$ cat config.mk
export PLATFORM = sky130hd
export DESIGN_NAME = ubx_frame_receiver_flat
export DESIGN_NICKNAME = d
export VERILOG_FILES = /design/src/sv/ubx_pkg.sv /design/src/sv/ubx_stream_if.sv /design/src/sv/ubx_cfg_regs.sv /design/src/sv/ubx_parse_core.sv /design/src/sv/ubx_out_reg.sv /design/src/sv/ubx_frame_receiver.sv /design/src/flat_wrapper.sv
export SDC_FILE = /design/constraint.sdc
export NUM_CORES = 1
export LEC_CHECK = 0
export BUFFER_PORTS_ARGS = -buffer_cell sky130_fd_sc_hd__buf_4
export CAP_MARGIN = 25
export CORE_ASPECT_RATIO = 0.7
export CORE_UTILIZATION = 64
export CTS_CLUSTER_DIAMETER = 120
export DETAILED_ROUTE_END_ITERATION = 8
export PLACE_DENSITY = 0.82
export SYNTH_ARGS = -nofsm -noshare
export SYNTH_HDL_FRONTEND = slang
export SYNTH_SLANG_ARGS = --single-unit
$ cat constraint.sdc
create_clock -name i_clk -period 4.9 [get_ports i_clk]
set_input_delay 0.245 -clock i_clk [delete_from_list [all_inputs] [get_ports i_clk]]
set_output_delay 0.245 -clock i_clk [all_outputs]
set_load 0.02 [all_outputs]
$ cat src/sv/ubx_pkg.sv
// ----------------------------------------------------------------------------
// ubx_pkg
// Types and constants shared by the frame receiver modules.
// ----------------------------------------------------------------------------
`default_nettype none

package ubx_pkg;

    localparam int BYTE_W    = 8;
    localparam int LEN_W     = 16;
    localparam int POS_W     = 17;
    localparam int CFG_IDX_W = 3;

    typedef logic [CFG_IDX_W-1:0] t_cfg_idx;

    localparam t_cfg_idx REG_SYNC_FIRST    = 3'd0;
    localparam t_cfg_idx REG_SYNC_SECOND   = 3'd1;
    localparam t_cfg_idx REG_WANTED_CLASS  = 3'd2;
    localparam t_cfg_idx REG_WANTED_ID     = 3'd3;
    localparam t_cfg_idx REG_WANTED_LENGTH = 3'd4;

    localparam logic [BYTE_W-1:0] RST_SYNC_FIRST    = 8'd181;
    localparam logic [BYTE_W-1:0] RST_SYNC_SECOND   = 8'd98;
    localparam logic [BYTE_W-1:0] RST_WANTED_CLASS  = 8'd1;
    localparam logic [BYTE_W-1:0] RST_WANTED_ID     = 8'd7;
    localparam logic [BYTE_W-1:0] RST_WANTED_LENGTH = 8'd92;

    localparam logic KIND_PAYLOAD = 1'b0;
    localparam logic KIND_END     = 1'b1;

    // Byte positions within a frame, counted from the first sync byte; the checksum positions add the payload length.
    localparam int POS_SYNC2   = 1;
    localparam int POS_CLASS   = 2;
    localparam int POS_ID      = 3;
    localparam int POS_LEN_LO  = 4;
    localparam int POS_LEN_HI  = 5;
    localparam int POS_PAYLOAD = 6;
    localparam int POS_SUM_A   = 6;
    localparam int POS_SUM_B   = 7;

    typedef struct packed {
        logic [BYTE_W-1:0] rx_byte;
    } t_rx_item;

    typedef struct packed {
        logic              result_kind;
        logic [BYTE_W-1:0] payload_byte;
        logic [BYTE_W-1:0] byte_index;
        logic [BYTE_W-1:0] message_class;
        logic [BYTE_W-1:0] message_id;
        logic [LEN_W-1:0]  payload_length;
        logic              checksum_ok;
        logic              record_match;
    } t_result;

    typedef struct packed {
        logic [BYTE_W-1:0] sync_first;
        logic [BYTE_W-1:0] sync_second;
        logic [BYTE_W-1:0] wanted_class;
        logic [BYTE_W-1:0] wanted_id;
        logic [BYTE_W-1:0] wanted_length;
    } t_cfg;

endpackage

`default_nettype wire

$ cat src/sv/ubx_stream_if.sv
// ----------------------------------------------------------------------------
// ubx_stream_if
// Valid/ready channel carrying one word of the given payload type.
// ----------------------------------------------------------------------------
`default_nettype none

interface ubx_stream_if #(
    parameter type t_payload = logic [7:0]
) ();
    logic     valid;
    logic     ready;
    t_payload payload;

    modport source (output valid, output payload, input ready);
    modport sink   (input valid, input payload, output ready);
endinterface

`default_nettype wire

$ cat src/sv/ubx_cfg_regs.sv
// ----------------------------------------------------------------------------
// ubx_cfg_regs
// Configuration registers written through a plain indexed write port.
// ----------------------------------------------------------------------------
`default_nettype none

module ubx_cfg_regs import ubx_pkg::*; (
    input  logic              i_clk,
    input  logic              i_rst_n,
    input  logic              i_we,
    input  t_cfg_idx          i_index,
    input  logic [BYTE_W-1:0] i_data,
    output t_cfg              o_cfg
);

    t_cfg r_cfg;
    t_cfg n_cfg;

    always_comb begin
        n_cfg = r_cfg;
        if (i_we) begin
            unique case (i_index)
                REG_SYNC_FIRST:    n_cfg.sync_first    = i_data;
                REG_SYNC_SECOND:   n_cfg.sync_second   = i_data;
                REG_WANTED_CLASS:  n_cfg.wanted_class  = i_data;
                REG_WANTED_ID:     n_cfg.wanted_id     = i_data;
                REG_WANTED_LENGTH: n_cfg.wanted_length = i_data;
                default:           n_cfg = r_cfg;
            endcase
        end
    end

    always_ff @(posedge i_clk) begin
        if (!i_rst_n) begin
            r_cfg.sync_first    <= RST_SYNC_FIRST;
            r_cfg.sync_second   <= RST_SYNC_SECOND;
            r_cfg.wanted_class  <= RST_WANTED_CLASS;
            r_cfg.wanted_id     <= RST_WANTED_ID;
            r_cfg.wanted_length <= RST_WANTED_LENGTH;
        end else begin
            r_cfg <= n_cfg;
        end
    end

    assign o_cfg = r_cfg;

endmodule

`default_nettype wire

$ cat src/sv/ubx_parse_core.sv
// ----------------------------------------------------------------------------
// ubx_parse_core
// Frame position counter, header capture and running Fletcher checksum.
// ----------------------------------------------------------------------------
`default_nettype none

module ubx_parse_core import ubx_pkg::*; #(
    parameter int BUFFER_BYTES = 256
) (
    input  logic              i_clk,
    input  logic              i_rst_n,
    input  t_cfg              i_cfg,
    input  logic              i_adv,
    input  logic [BYTE_W-1:0] i_byte,
    output logic              o_has_result,
    output t_result           o_result
);

    localparam int CW = $clog2(BUFFER_BYTES + 1);
    localparam logic [CW-1:0] P_HUNT    = '0;
    localparam logic [CW-1:0] P_SYNC2   = CW'(POS_SYNC2);
    localparam logic [CW-1:0] P_CLASS   = CW'(POS_CLASS);
    localparam logic [CW-1:0] P_ID      = CW'(POS_ID);
    localparam logic [CW-1:0] P_LEN_LO  = CW'(POS_LEN_LO);
    localparam logic [CW-1:0] P_LEN_HI  = CW'(POS_LEN_HI);
    localparam logic [CW-1:0] P_PAYLOAD = CW'(POS_PAYLOAD);
    localparam logic [CW-1:0] P_LIMIT   = CW'(BUFFER_BYTES);

    logic [CW-1:0]     r_count,    n_count;
    logic [LEN_W-1:0]  r_len,      n_len;
    logic [BYTE_W-1:0] r_class,    n_class;
    logic [BYTE_W-1:0] r_id,       n_id;
    logic [BYTE_W-1:0] r_sum_a,    n_sum_a;
    logic [BYTE_W-1:0] r_sum_b,    n_sum_b;
    logic [BYTE_W-1:0] r_rx_sum_a, n_rx_sum_a;

    logic [CW-1:0]     w_next;
    logic [POS_W-1:0]  w_pos;
    logic [POS_W-1:0]  w_pay_end;
    logic [POS_W-1:0]  w_frame_end;
    logic              w_in_body;
    logic [BYTE_W-1:0] w_sum_a;
    logic              w_ok;
    logic              w_match;

    assign w_next      = r_count + CW'(1);
    assign w_pos       = POS_W'(r_count);
    assign w_pay_end   = POS_W'(r_len) + POS_W'(POS_SUM_A);
    assign w_frame_end = POS_W'(r_len) + POS_W'(POS_SUM_B);
    assign w_in_body   = (r_count >= P_PAYLOAD);
    assign w_sum_a     = r_sum_a + i_byte;
    assign w_ok        = (r_rx_sum_a == r_sum_a) && (i_byte == r_sum_b);
    assign w_match     = w_ok && (r_class == i_cfg.wanted_class)
                         && (r_id == i_cfg.wanted_id)
                         && (r_len == LEN_W'(i_cfg.wanted_length));

    always_comb begin
        n_count      = r_count;
        n_len        = r_len;
        n_class      = r_class;
        n_id         = r_id;
        n_sum_a      = r_sum_a;
        n_sum_b      = r_sum_b;
        n_rx_sum_a   = r_rx_sum_a;
        o_has_result = 1'b0;
        o_result                = '0;
        o_result.message_class  = r_class;
        o_result.message_id     = r_id;
        o_result.payload_length = r_len;

        priority if (r_count == P_HUNT) begin
            if (i_byte == i_cfg.sync_first) begin
                n_count = P_SYNC2;
            end
        end else if (r_count == P_SYNC2) begin
            if (i_byte != i_cfg.sync_second) begin
                n_count = P_HUNT;
            end else begin
                n_sum_a = '0;
                n_sum_b = '0;
                n_count = P_CLASS;
            end
        end else if (w_next >= P_LIMIT) begin
            n_count = P_HUNT;
        end else begin
            n_count = w_next;

            if (r_count == P_CLASS) begin
                n_class = i_byte;
            end
            if (r_count == P_ID) begin
                n_id = i_byte;
            end
            if (r_count == P_LEN_LO) begin
                n_len[BYTE_W-1:0] = i_byte;
            end
            if (r_count == P_LEN_HI) begin
                n_len[LEN_W-1:BYTE_W] = i_byte;
            end

            if (!w_in_body || (w_pos < w_pay_end)) begin
                n_sum_a = w_sum_a;
                n_sum_b = r_sum_b + w_sum_a;
            end else if (w_pos == w_pay_end) begin
                n_rx_sum_a = i_byte;
            end

            if (w_in_body && (w_pos == w_frame_end)) begin
                n_count               = P_HUNT;
                o_has_result          = 1'b1;
                o_result.result_kind  = KIND_END;
                o_result.checksum_ok  = w_ok;
                o_result.record_match = w_match;
            end else if (w_in_body && (w_pos < w_pay_end)) begin
                o_has_result          = 1'b1;
                o_result.result_kind  = KIND_PAYLOAD;
                o_result.payload_byte = i_byte;
                o_result.byte_index   = BYTE_W'(r_count - P_PAYLOAD);
            end
        end
    end

    always_ff @(posedge i_clk) begin
        if (!i_rst_n) begin
            r_count    <= P_HUNT;
            r_len      <= '0;
            r_class    <= '0;
            r_id       <= '0;
            r_sum_a    <= '0;
            r_sum_b    <= '0;
            r_rx_sum_a <= '0;
        end else if (i_adv) begin
            r_count    <= n_count;
            r_len      <= n_len;
            r_class    <= n_class;
            r_id       <= n_id;
            r_sum_a    <= n_sum_a;
            r_sum_b    <= n_sum_b;
            r_rx_sum_a <= n_rx_sum_a;
        end
    end

endmodule

`default_nettype wire

$ cat src/sv/ubx_out_reg.sv
// ----------------------------------------------------------------------------
// ubx_out_reg
// Result register holding one word until the downstream side takes it.
// ----------------------------------------------------------------------------
`default_nettype none

module ubx_out_reg import ubx_pkg::*; (
    input  logic    i_clk,
    input  logic    i_rst_n,
    input  logic    i_load,
    input  t_result i_data,
    input  logic    i_ready,
    output logic    o_valid,
    output t_result o_data,
    output logic    o_free
);

    logic    r_valid, n_valid;
    t_result r_data;

    assign o_free  = !r_valid || i_ready;
    assign n_valid = i_load || (r_valid && !i_ready);

    always_ff @(posedge i_clk) begin
        if (!i_rst_n) begin
            r_valid <= 1'b0;
        end else begin
            r_valid <= n_valid;
        end
    end

    always_ff @(posedge i_clk) begin
        if (i_load) begin
            r_data <= i_data;
        end
    end

    assign o_valid = r_valid;
    assign o_data  = r_data;

endmodule

`default_nettype wire

$ cat src/sv/ubx_frame_receiver.sv
// ----------------------------------------------------------------------------
// ubx_frame_receiver: sync hunt, header, payload and Fletcher-8 check per byte.
// Input register, then result register; one byte per cycle unless the output stalls.
// The single parse stage updating position and checksum per byte sets that rate.
// Synchronous active-low reset restores control and config registers, resumes sync hunt.
// ----------------------------------------------------------------------------
`default_nettype none

module ubx_frame_receiver import ubx_pkg::*; #(
    parameter int BUFFER_BYTES = 256
) (
    input  logic                i_clk,
    input  logic                i_rst_n,
    ubx_stream_if.sink          i_rx,
    ubx_stream_if.source        o_res,
    input  logic                i_cfg_we,
    input  t_cfg_idx            i_cfg_index,
    input  logic [BYTE_W-1:0]   i_cfg_data
);

    t_cfg              w_cfg;
    logic              r_in_valid, n_in_valid;
    logic [BYTE_W-1:0] r_in_byte;
    logic              w_accept;
    logic              w_adv;
    logic              w_has_result;
    logic              w_out_free;
    t_result           w_result;
    t_rx_item          w_item;

    assign w_item     = i_rx.payload;
    assign w_adv      = r_in_valid && (!w_has_result || w_out_free);
    assign i_rx.ready = !r_in_valid || w_adv;
    assign w_accept   = i_rx.valid && i_rx.ready;
    assign n_in_valid = w_accept || (r_in_valid && !w_adv);

    always_ff @(posedge i_clk) begin
        if (!i_rst_n) begin
            r_in_valid <= 1'b0;
        end else begin
            r_in_valid <= n_in_valid;
        end
    end

    always_ff @(posedge i_clk) begin
        if (w_accept) begin
            r_in_byte <= w_item.rx_byte;
        end
    end

    ubx_cfg_regs u_cfg (
        .i_clk   (i_clk),
        .i_rst_n (i_rst_n),
        .i_we    (i_cfg_we),
        .i_index (i_cfg_index),
        .i_data  (i_cfg_data),
        .o_cfg   (w_cfg)
    );

    ubx_parse_core #(
        .BUFFER_BYTES (BUFFER_BYTES)
    ) u_core (
        .i_clk        (i_clk),
        .i_rst_n      (i_rst_n),
        .i_cfg        (w_cfg),
        .i_adv        (w_adv),
        .i_byte       (r_in_byte),
        .o_has_result (w_has_result),
        .o_result     (w_result)
    );

    ubx_out_reg u_out (
        .i_clk   (i_clk),
        .i_rst_n (i_rst_n),
        .i_load  (w_adv && w_has_result),
        .i_data  (w_result),
        .i_ready (o_res.ready),
        .o_valid (o_res.valid),
        .o_data  (o_res.payload),
        .o_free  (w_out_free)
    );

endmodule

`default_nettype wire

$ cat src/flat_wrapper.sv
// flat-port wrapper written by rule: the top's interface ports become plain ports
module ubx_frame_receiver_flat import ubx_pkg::*;
#(
    parameter int BUFFER_BYTES = 256
)
  (i_clk, i_rst_n, i_cfg_we, i_cfg_index, i_cfg_data, i_rx_valid, i_rx_payload, i_rx_ready, o_res_valid, o_res_payload, o_res_ready);
  ubx_stream_if i_rx_i ();
  ubx_stream_if o_res_i ();
  input  logic i_clk;
  input  logic i_rst_n;
  input  logic i_cfg_we;
  input  t_cfg_idx i_cfg_index;
  input  logic [BYTE_W-1:0] i_cfg_data;
  input wire logic [$bits(i_rx_i.valid)-1:0] i_rx_valid;
  input wire logic [$bits(i_rx_i.payload)-1:0] i_rx_payload;
  output wire logic [$bits(i_rx_i.ready)-1:0] i_rx_ready;
  output wire logic [$bits(o_res_i.valid)-1:0] o_res_valid;
  output wire logic [$bits(o_res_i.payload)-1:0] o_res_payload;
  input wire logic [$bits(o_res_i.ready)-1:0] o_res_ready;
  assign i_rx_i.valid = i_rx_valid;
  assign i_rx_i.payload = i_rx_payload;
  assign i_rx_ready = i_rx_i.ready;
  assign o_res_valid = o_res_i.valid;
  assign o_res_payload = o_res_i.payload;
  assign o_res_i.ready = o_res_ready;
  ubx_frame_receiver #(.BUFFER_BYTES(BUFFER_BYTES)) u_core (.i_clk(i_clk), .i_rst_n(i_rst_n), .i_rx(i_rx_i), .o_res(o_res_i), .i_cfg_we(i_cfg_we), .i_cfg_index(i_cfg_index), .i_cfg_data(i_cfg_data));
endmodule
==> results of run 1 <==
## registers in the layout (all words and copies together), names as in the netlist
register / count
u_core.r_in_byte: 8
u_core.r_in_valid: 1
u_core.u_cfg.o_cfg: 40
u_core.u_core.r_class: 8
u_core.u_core.r_count: 9
u_core.u_core.r_id: 8
u_core.u_core.r_len: 16
u_core.u_core.r_rx_sum_a: 8
u_core.u_core.r_sum_a: 8
u_core.u_core.r_sum_b: 8
u_core.u_out.o_data: 8
u_core.u_out.o_valid: 1
## tightest hold or removal path: stages
cell      delay, ns
buf_4          0.12
inv_1          0.04
a21boi_1       0.05
## cells in the mapped netlist, types with 5 or more instances
library cell  number
a21oi_1           12
o21ai_0            9
nor3_1            18
inv_1             17
buf_6              6
nand2_1          151
xnor2_1           48
o21a_1             5
edfxtp_1          16
a21boi_0          26
xor2_1            39
buf_2             12
nor2b_1           29
nand3b_1           5
clkbuf_1          19
a21o_1             6
ha_1              30
nand4_1           10
o22ai_1            6
dfxtp_1          107
mux2i_1           57
nand2b_1           9
buf_4              6
nor2_1            25
nand3_1           49
nor4_1            17
and3_1            12
## stage by stage
step / setup WS, ns / utilization
2_1_floorplan: 1.77 / -
3_3_place_gp: 1.35 / 0.674
3_5_place_dp: 1.20 / 0.674
4_1_cts: 1.12 / 0.733
5_1_grt: 0.916 / 0.733
6_report: 1.09 / 0.733
## path summary, 6_finish.rpt
kind / from / endpoint / cells past startpoint
setup / recovery: u_core.u_core.r_len[4]$_SDFFE_PN0P_ / i_rx_ready / 11
hold / removal: i_rx_valid / u_core.r_in_valid$_SDFF_PN0_ / 3
setup reg to reg: u_core.u_core.r_len[4]$_SDFFE_PN0P_ / u_core.u_core.r_len[5]$_SDFFE_PN0P_ / 11
hold reg to reg: u_core.u_cfg.o_cfg[11]$_SDFFE_PN0P_ / u_core.u_cfg.o_cfg[11]$_SDFFE_PN0P_ / 2
## layout make-up
class	count	area, um2
inverters	17	63.8
clock buffers	17	425
flip-flops and latches	123	2620
repair buffers	42	335
multi-input cells	634	4320
well taps	153	191
fillers	785	2950
clock inverters	15	138
## report_power, final
group / switching (mW) / total, mW / internal, mW
Clock: 0.508 / 1.21 / 0.705
Combinational: 0.0753 / 0.135 / 0.0594
Sequential: 0.0305 / 1.07 / 1.04
Total: 0.614 / 2.41 / 1.80
## metal layers
metal  part of all wire  vias up
met1               0.42     2937
met3              0.097       56
met2               0.45      318
met5                  0        -
li1                   -     2906
met4              0.029        0
## logic make-up (layout without fill, tap and decap cells)
kind of cell	count (synthesis)	count (layout)	synth area share
buf+inv	63	91	0.0453
fa+ha+maj	33	33	0.0585
compound gates	103	103	0.104
xor+xnor	87	87	0.105
flops	123	123	0.361
mux	58	58	0.0800
simple gates	353	353	0.247
## repair_timing
action                                  CTS  global route
endpoints found under the hold margin     8             0
resized for setup                         0             0
endpoints found under the setup margin    0             0
hold buffers                              8             0
==> impl_metrics.env, run 1 <==
export IMPL_final_common_cell="nand2_1"
export IMPL_crit_chain="and4_1 -> nand2_1 -> xor2_1 -> ha_1 -> nand3_1 -> o21ai_0 -> nand2_1 -> o31a_1 -> o21ai_1 -> nand2b_1 -> buf_4"
export IMPL_ys_warn_count=0
export IMPL_die_area_mm2=0.0118
export IMPL_antenna_found_initial=0
export IMPL_clk_pin_slew_ns=0.06
export IMPL_drv_slew=0
export IMPL_start_kind="flip-flop"
export IMPL_synthFlopType="dfxtp_1"
export IMPL_h_tree_depth=4
export IMPL_die_h_um=91.2
export IMPL_dp_hpwl_um=13600
export IMPL_cp_slowest_stage_delay_ns=0.68
export IMPL_clkLatencyLatePin_ns=0.42
export IMPL_seq_area_frac_synth=0.361
export IMPL_irDropWorstVdd_mv=0.294
export IMPL_worst_slew_pin_slew_ns=0.738
export IMPL_coreArea_mm2=0.0111
export IMPL_yosysTopAreaCell="dfxtp_1"
export IMPL_fin_cells=1001
export IMPL_layout_common_cells="151 x nand2_1, 107 x dfxtp_1, 57 x mux2i_1"
export IMPL_area_growth_pct=11.3
export IMPL_synth_edf_count=16
export IMPL_grt_ovfl_total=0
export IMPL_worstPathRequired_ns=4.66
export IMPL_post_route_period_util=0.779
export IMPL_yosysTopAreaCellShare=0.295
export IMPL_ys_ff_latch=123
export IMPL_io_pins=34
export IMPL_cp_slowest_cell="dfxtp_1"
export IMPL_postSynthAreaPerCell_um2=8.87
export IMPL_die_x_um=129
export IMPL_drive_above_1_share=0.0979
export IMPL_grt_max_degree=72
export IMPL_fmax_mhz=262
export IMPL_cts_root_buf="clkbuf_16"
export IMPL_period_needed_ns=3.81
export IMPL_critPathTopFamily="simple AND/OR/NAND/NOR gates"
export IMPL_postSynthNetCount=876
export IMPL_skew_ns=0.00606
export IMPL_totalWireLength_um=19200
export IMPL_path_buf_inv=1
export IMPL_cts_sink_count=123
export IMPL_grt_pass1_vias=5976
export IMPL_cap_violations=0
export IMPL_crit_arrival_ns=3.57
export IMPL_grt_pass1_wl_um=30400
export IMPL_vias_per_cell=6.21
export IMPL_crit_path_end_kind="output pin"
export IMPL_rsz0062_at_grt="false"
export IMPL_nets=891
export IMPL_grt_met3_usage=0.0849
export IMPL_n_antenna_cell=0
export IMPL_powerDensity_mw_per_mm2=298
export IMPL_yosys_top_cells_area="dfxtp_1 29%, mux2i_1 7.8%, nand2_1 7.8%, edfxtp_1 6.6%, xnor2_1 5.8%"
export IMPL_cp_common_cell="nand2_1"
export IMPL_remaining_drc_errors=0
export IMPL_rows=32
export IMPL_gp_congestion=0.906
export IMPL_async_flop_share=0
export IMPL_hp_class="primary input to flip-flop"
export IMPL_stdcell_area_mm2=0.00810
export IMPL_vias=6217
export IMPL_place_area_mm2=0.00745
export IMPL_cts_setup_buffers=0
export IMPL_setup_tns_ns=0
export IMPL_tritoncts="built"
export IMPL_drt_iter0_markers=474
export IMPL_wl_per_cell_um=19.1
export IMPL_r2r_slack_ns=1.13
export IMPL_postSynthCellCount=820
export IMPL_power_leakage_nw=3.41
export IMPL_ant_nets=0
export IMPL_fin_hold_ws_ns=0.0809
export IMPL_finalSetupViolations=0
export IMPL_hold_viol_final=0
export IMPL_outcome="completed"
export IMPL_crit_type="flip-flop to output pin"
export IMPL_dpl_cell_count=961
export IMPL_cts_buffer_depth=2
export IMPL_use_met1=0.451
export IMPL_portBuffers=33
export IMPL_fin_total_pwr_mw=2.41
export IMPL_numCtsBuffers=17
export IMPL_syn_cell_area_mm2=0.00727
export IMPL_yosysUniqueCellTypes=70
export IMPL_grt_use_total=0.343
export IMPL_start_util=0.658
export IMPL_dr_pass1_iters=7
export IMPL_use_met2=0.530
export IMPL_worstPathMaxFanout=11
export IMPL_maxSlewHeadroom=0.506
export IMPL_busiest_layer="met2"
Note: power is estimated with default switching activity, not from simulation.
==> run 2, diff against run 1 <==
--- a/config.mk
+++ b/config.mk
@@ -8,10 +8,10 @@
 export BUFFER_PORTS_ARGS = -buffer_cell sky130_fd_sc_hd__buf_4
 export CAP_MARGIN = 25
 export CORE_ASPECT_RATIO = 0.7
-export CORE_UTILIZATION = 64
+export CORE_UTILIZATION = 62
 export CTS_CLUSTER_DIAMETER = 120
 export DETAILED_ROUTE_END_ITERATION = 8
-export PLACE_DENSITY = 0.82
+export PLACE_DENSITY = 0.79
 export SYNTH_ARGS = -nofsm -noshare
 export SYNTH_HDL_FRONTEND = slang
 export SYNTH_SLANG_ARGS = --single-unit
==> constraint.sdc (replaced) <==
create_clock -name i_clk -period 3.6 [get_ports i_clk]
set_input_delay 0.18 -clock i_clk [delete_from_list [all_inputs] [get_ports i_clk]]
set_output_delay 0.18 -clock i_clk [all_outputs]
set_load 0.02 [all_outputs]
==> run 2 against run 1 <==
Effect of this change: combinational power up 51%; first-iteration DRC count is 15% higher; core utilization is 0.57 points higher; worst setup slack lost 0.90 ns; non-clock buffer count increased by 20; global-route usage down 1.7 points; power rose by 38%; sequential share of layout area down 0.71 points; flip-flop and latch count unchanged; critical path type unchanged; critical endpoint unchanged.
==> impl_metrics.env, run 2 (synthesis gave the netlist of run 1 again) <==
export IMPL_outcome="completed"
export IMPL_clk_pin_slew_ns=0.06
export IMPL_r2r_slack_ns=0.26
export IMPL_worstPathRequired_ns=3.42
export IMPL_worstPathMaxFanout=8
export IMPL_ant_nets=0
export IMPL_grt_ovfl_total=0
export IMPL_remaining_drc_errors=0
export IMPL_antenna_found_initial=0
export IMPL_cap_violations=0
export IMPL_grt_use_total=0.326
export IMPL_gp_congestion=0.925
export IMPL_drv_slew=0
export IMPL_die_area_mm2=0.0122
export IMPL_finalSetupViolations=0
export IMPL_layout_common_cells="151 x nand2_1, 107 x dfxtp_1, 57 x mux2i_1"
export IMPL_r2r_cells=13
export IMPL_grt_pass1_wl_um=30200
export IMPL_drive_above_1_share=0.118
export IMPL_rows=32
export IMPL_coreArea_mm2=0.0112
export IMPL_start_util=0.649
export IMPL_n_antenna_cell=0
export IMPL_vias_per_cell=6.01
export IMPL_die_x_um=131
export IMPL_crit_path_start="u_core.u_core.r_len[1]$_SDFFE_PN0P_"
export IMPL_worst_slew_pin_slew_ns=0.906
export IMPL_hold_viol_final=0
export IMPL_rsz0062_at_grt="false"
export IMPL_post_route_period_util=0.948
export IMPL_use_met2=0.507
export IMPL_busiest_layer="met2"
export IMPL_r2r_end="u_core.u_core.r_sum_b[7]$_SDFFE_PN0P_"
export IMPL_path_buf_inv=2
export IMPL_totalWireLength_um=19200
export IMPL_path_depth=10
export IMPL_wl_per_cell_um=18.8
export IMPL_fmax_mhz=293
export IMPL_area_growth_pct=13.8
export IMPL_vias=6139
export IMPL_period_needed_ns=3.41
export IMPL_maxSlewHeadroom=0.396
export IMPL_cts_buffer_depth=2
export IMPL_grt_met3_usage=0.0876
export IMPL_largest_register_ffs=40
export IMPL_drt_iter0_markers=543
export IMPL_io_pins=34
export IMPL_nets=911
export IMPL_grt_max_degree=97
export IMPL_start_kind="flip-flop"
export IMPL_fin_total_pwr_mw=3.34
export IMPL_tritoncts="built"
export IMPL_h_tree_depth=4
export IMPL_clkLatencyLatePin_ns=0.42
export IMPL_powerDensity_mw_per_mm2=403
export IMPL_setup_tns_ns=0
export IMPL_grt_pass1_vias=5829
export IMPL_dr_pass1_iters=5
export IMPL_numCtsBuffers=17
export IMPL_critPathTopFamily="simple AND/OR/NAND/NOR gates"
export IMPL_skew_ns=0.0113
export IMPL_rr_startpoint="u_core.r_in_byte[0]$_DFFE_PP_"
export IMPL_critPathCapture="i_rx_ready"
export IMPL_use_met1=0.438
export IMPL_die_h_um=92.6
export IMPL_cp_slowest_cell="nor4_1"
export IMPL_irDropWorstVdd_mv=0.422
export IMPL_crit_type="flip-flop to output pin"
export IMPL_cp_slowest_stage_delay_ns=0.43
export IMPL_portBuffers=33
export IMPL_power_leakage_nw=3.52
export IMPL_dp_hpwl_um=13600
export IMPL_cts_setup_buffers=0
export IMPL_cts_root_buf="clkbuf_16"
export IMPL_hp_class="primary input to flip-flop"
export IMPL_crit_path_end_kind="output pin"
export IMPL_crit_arrival_ns=3.23
export IMPL_final_common_cell="nand2_1"
export IMPL_crit_chain="inv_1 -> ha_1 -> a21boi_4 -> nor4_1 -> mux2i_1 -> o2111ai_1 -> nor4_4 -> o21ai_1 -> nand2b_1 -> buf_4"
export IMPL_cts_sink_count=123
==> run 2: cell count changes in the layout (fill, tap and decap cells not counted), sizes merged <==
cell,change
bufinv,-1
clkbuf,+6
clkinvlp,+1
clkinv,-2
inv,-4
buf,+20
==> run 2: timing repair <==
item                       CTS  global route
hold buffers                 8             0
gates resized for setup      0             1
hold endpoints to repair     8             0
setup endpoints to repair    0             1
==> run 2: where the power goes <==
group	switching [mW]	internal [mW]	leakage, nW
Clock	0.672	1.03	0.287
Sequential	0.0259	1.41	1.03
Combinational	0.117	0.0866	2.21
==> run 2: worst min path at each step <==
stage	startpoint	end	slack (ns)	cells past startpoint
4_1_cts	i_rx_valid	u_core.r_in_valid$_SDFF_PN0_	0.03	3
3_3_place_gp	i_rx_payload[5]	u_core.r_in_byte[5]$_DFFE_PP_	0.36	1
6_report	i_rx_valid	u_core.r_in_valid$_SDFF_PN0_	0.04	3
2_1_floorplan	i_rx_payload[0]	u_core.r_in_byte[0]$_DFFE_PP_	0.28	0
5_1_grt	i_cfg_data[0]	u_core.u_cfg.o_cfg[16]$_SDFFE_PN1P_	0.06	3
3_5_place_dp	i_rx_payload[5]	u_core.r_in_byte[5]$_DFFE_PP_	0.36	1
==> run 2: per-layer routing <==
layer | part of all wire | vias to the layer above
met4 | 0.020 | 0
met5 | 0 | -
met1 | 0.46 | 2944
met3 | 0.075 | 28
met2 | 0.45 | 226
li1 | - | 2941
==> run 2: area by class of cell <==
type	count	area (um2)
Clock inverter	9	72.6
Fill cell	811	2930
Multi-Input combinational cell	634	4320
Sequential cell	123	2620
Timing Repair Buffer	62	485
Tap cell	153	191
Inverter	17	63.8
Clock buffer	23	520
==> run 2: per-stage QoR <==
stage / util / setup WS [ns] / area [um2] / cells / hold slack (ns)
5_1_grt: 0.738 / 0.0114 / 8280 / 1021 / 0.0567
2_1_floorplan: - / 0.471 / 7270 / 820 / 0.279
4_1_cts: 0.738 / 0.262 / 8280 / 1021 / 0.0294
3_3_place_gp: 0.678 / 0.380 / 7600 / 981 / 0.358
3_5_place_dp: 0.678 / 0.352 / 7600 / 981 / 0.359
6_report: 0.738 / 0.188 / 8280 / 1021 / 0.0367
==> run 2: worst register-to-register path, delay by kind of cell (launching register included) <==
kind	cells	cell delay, ns
DFF	1	0.41
adders and majority gates	3	0.93
and+or+nand+nor	3	0.40
AOI/OAI and AO/OA	5	1.13
xor gates and xnor gates	2	0.38
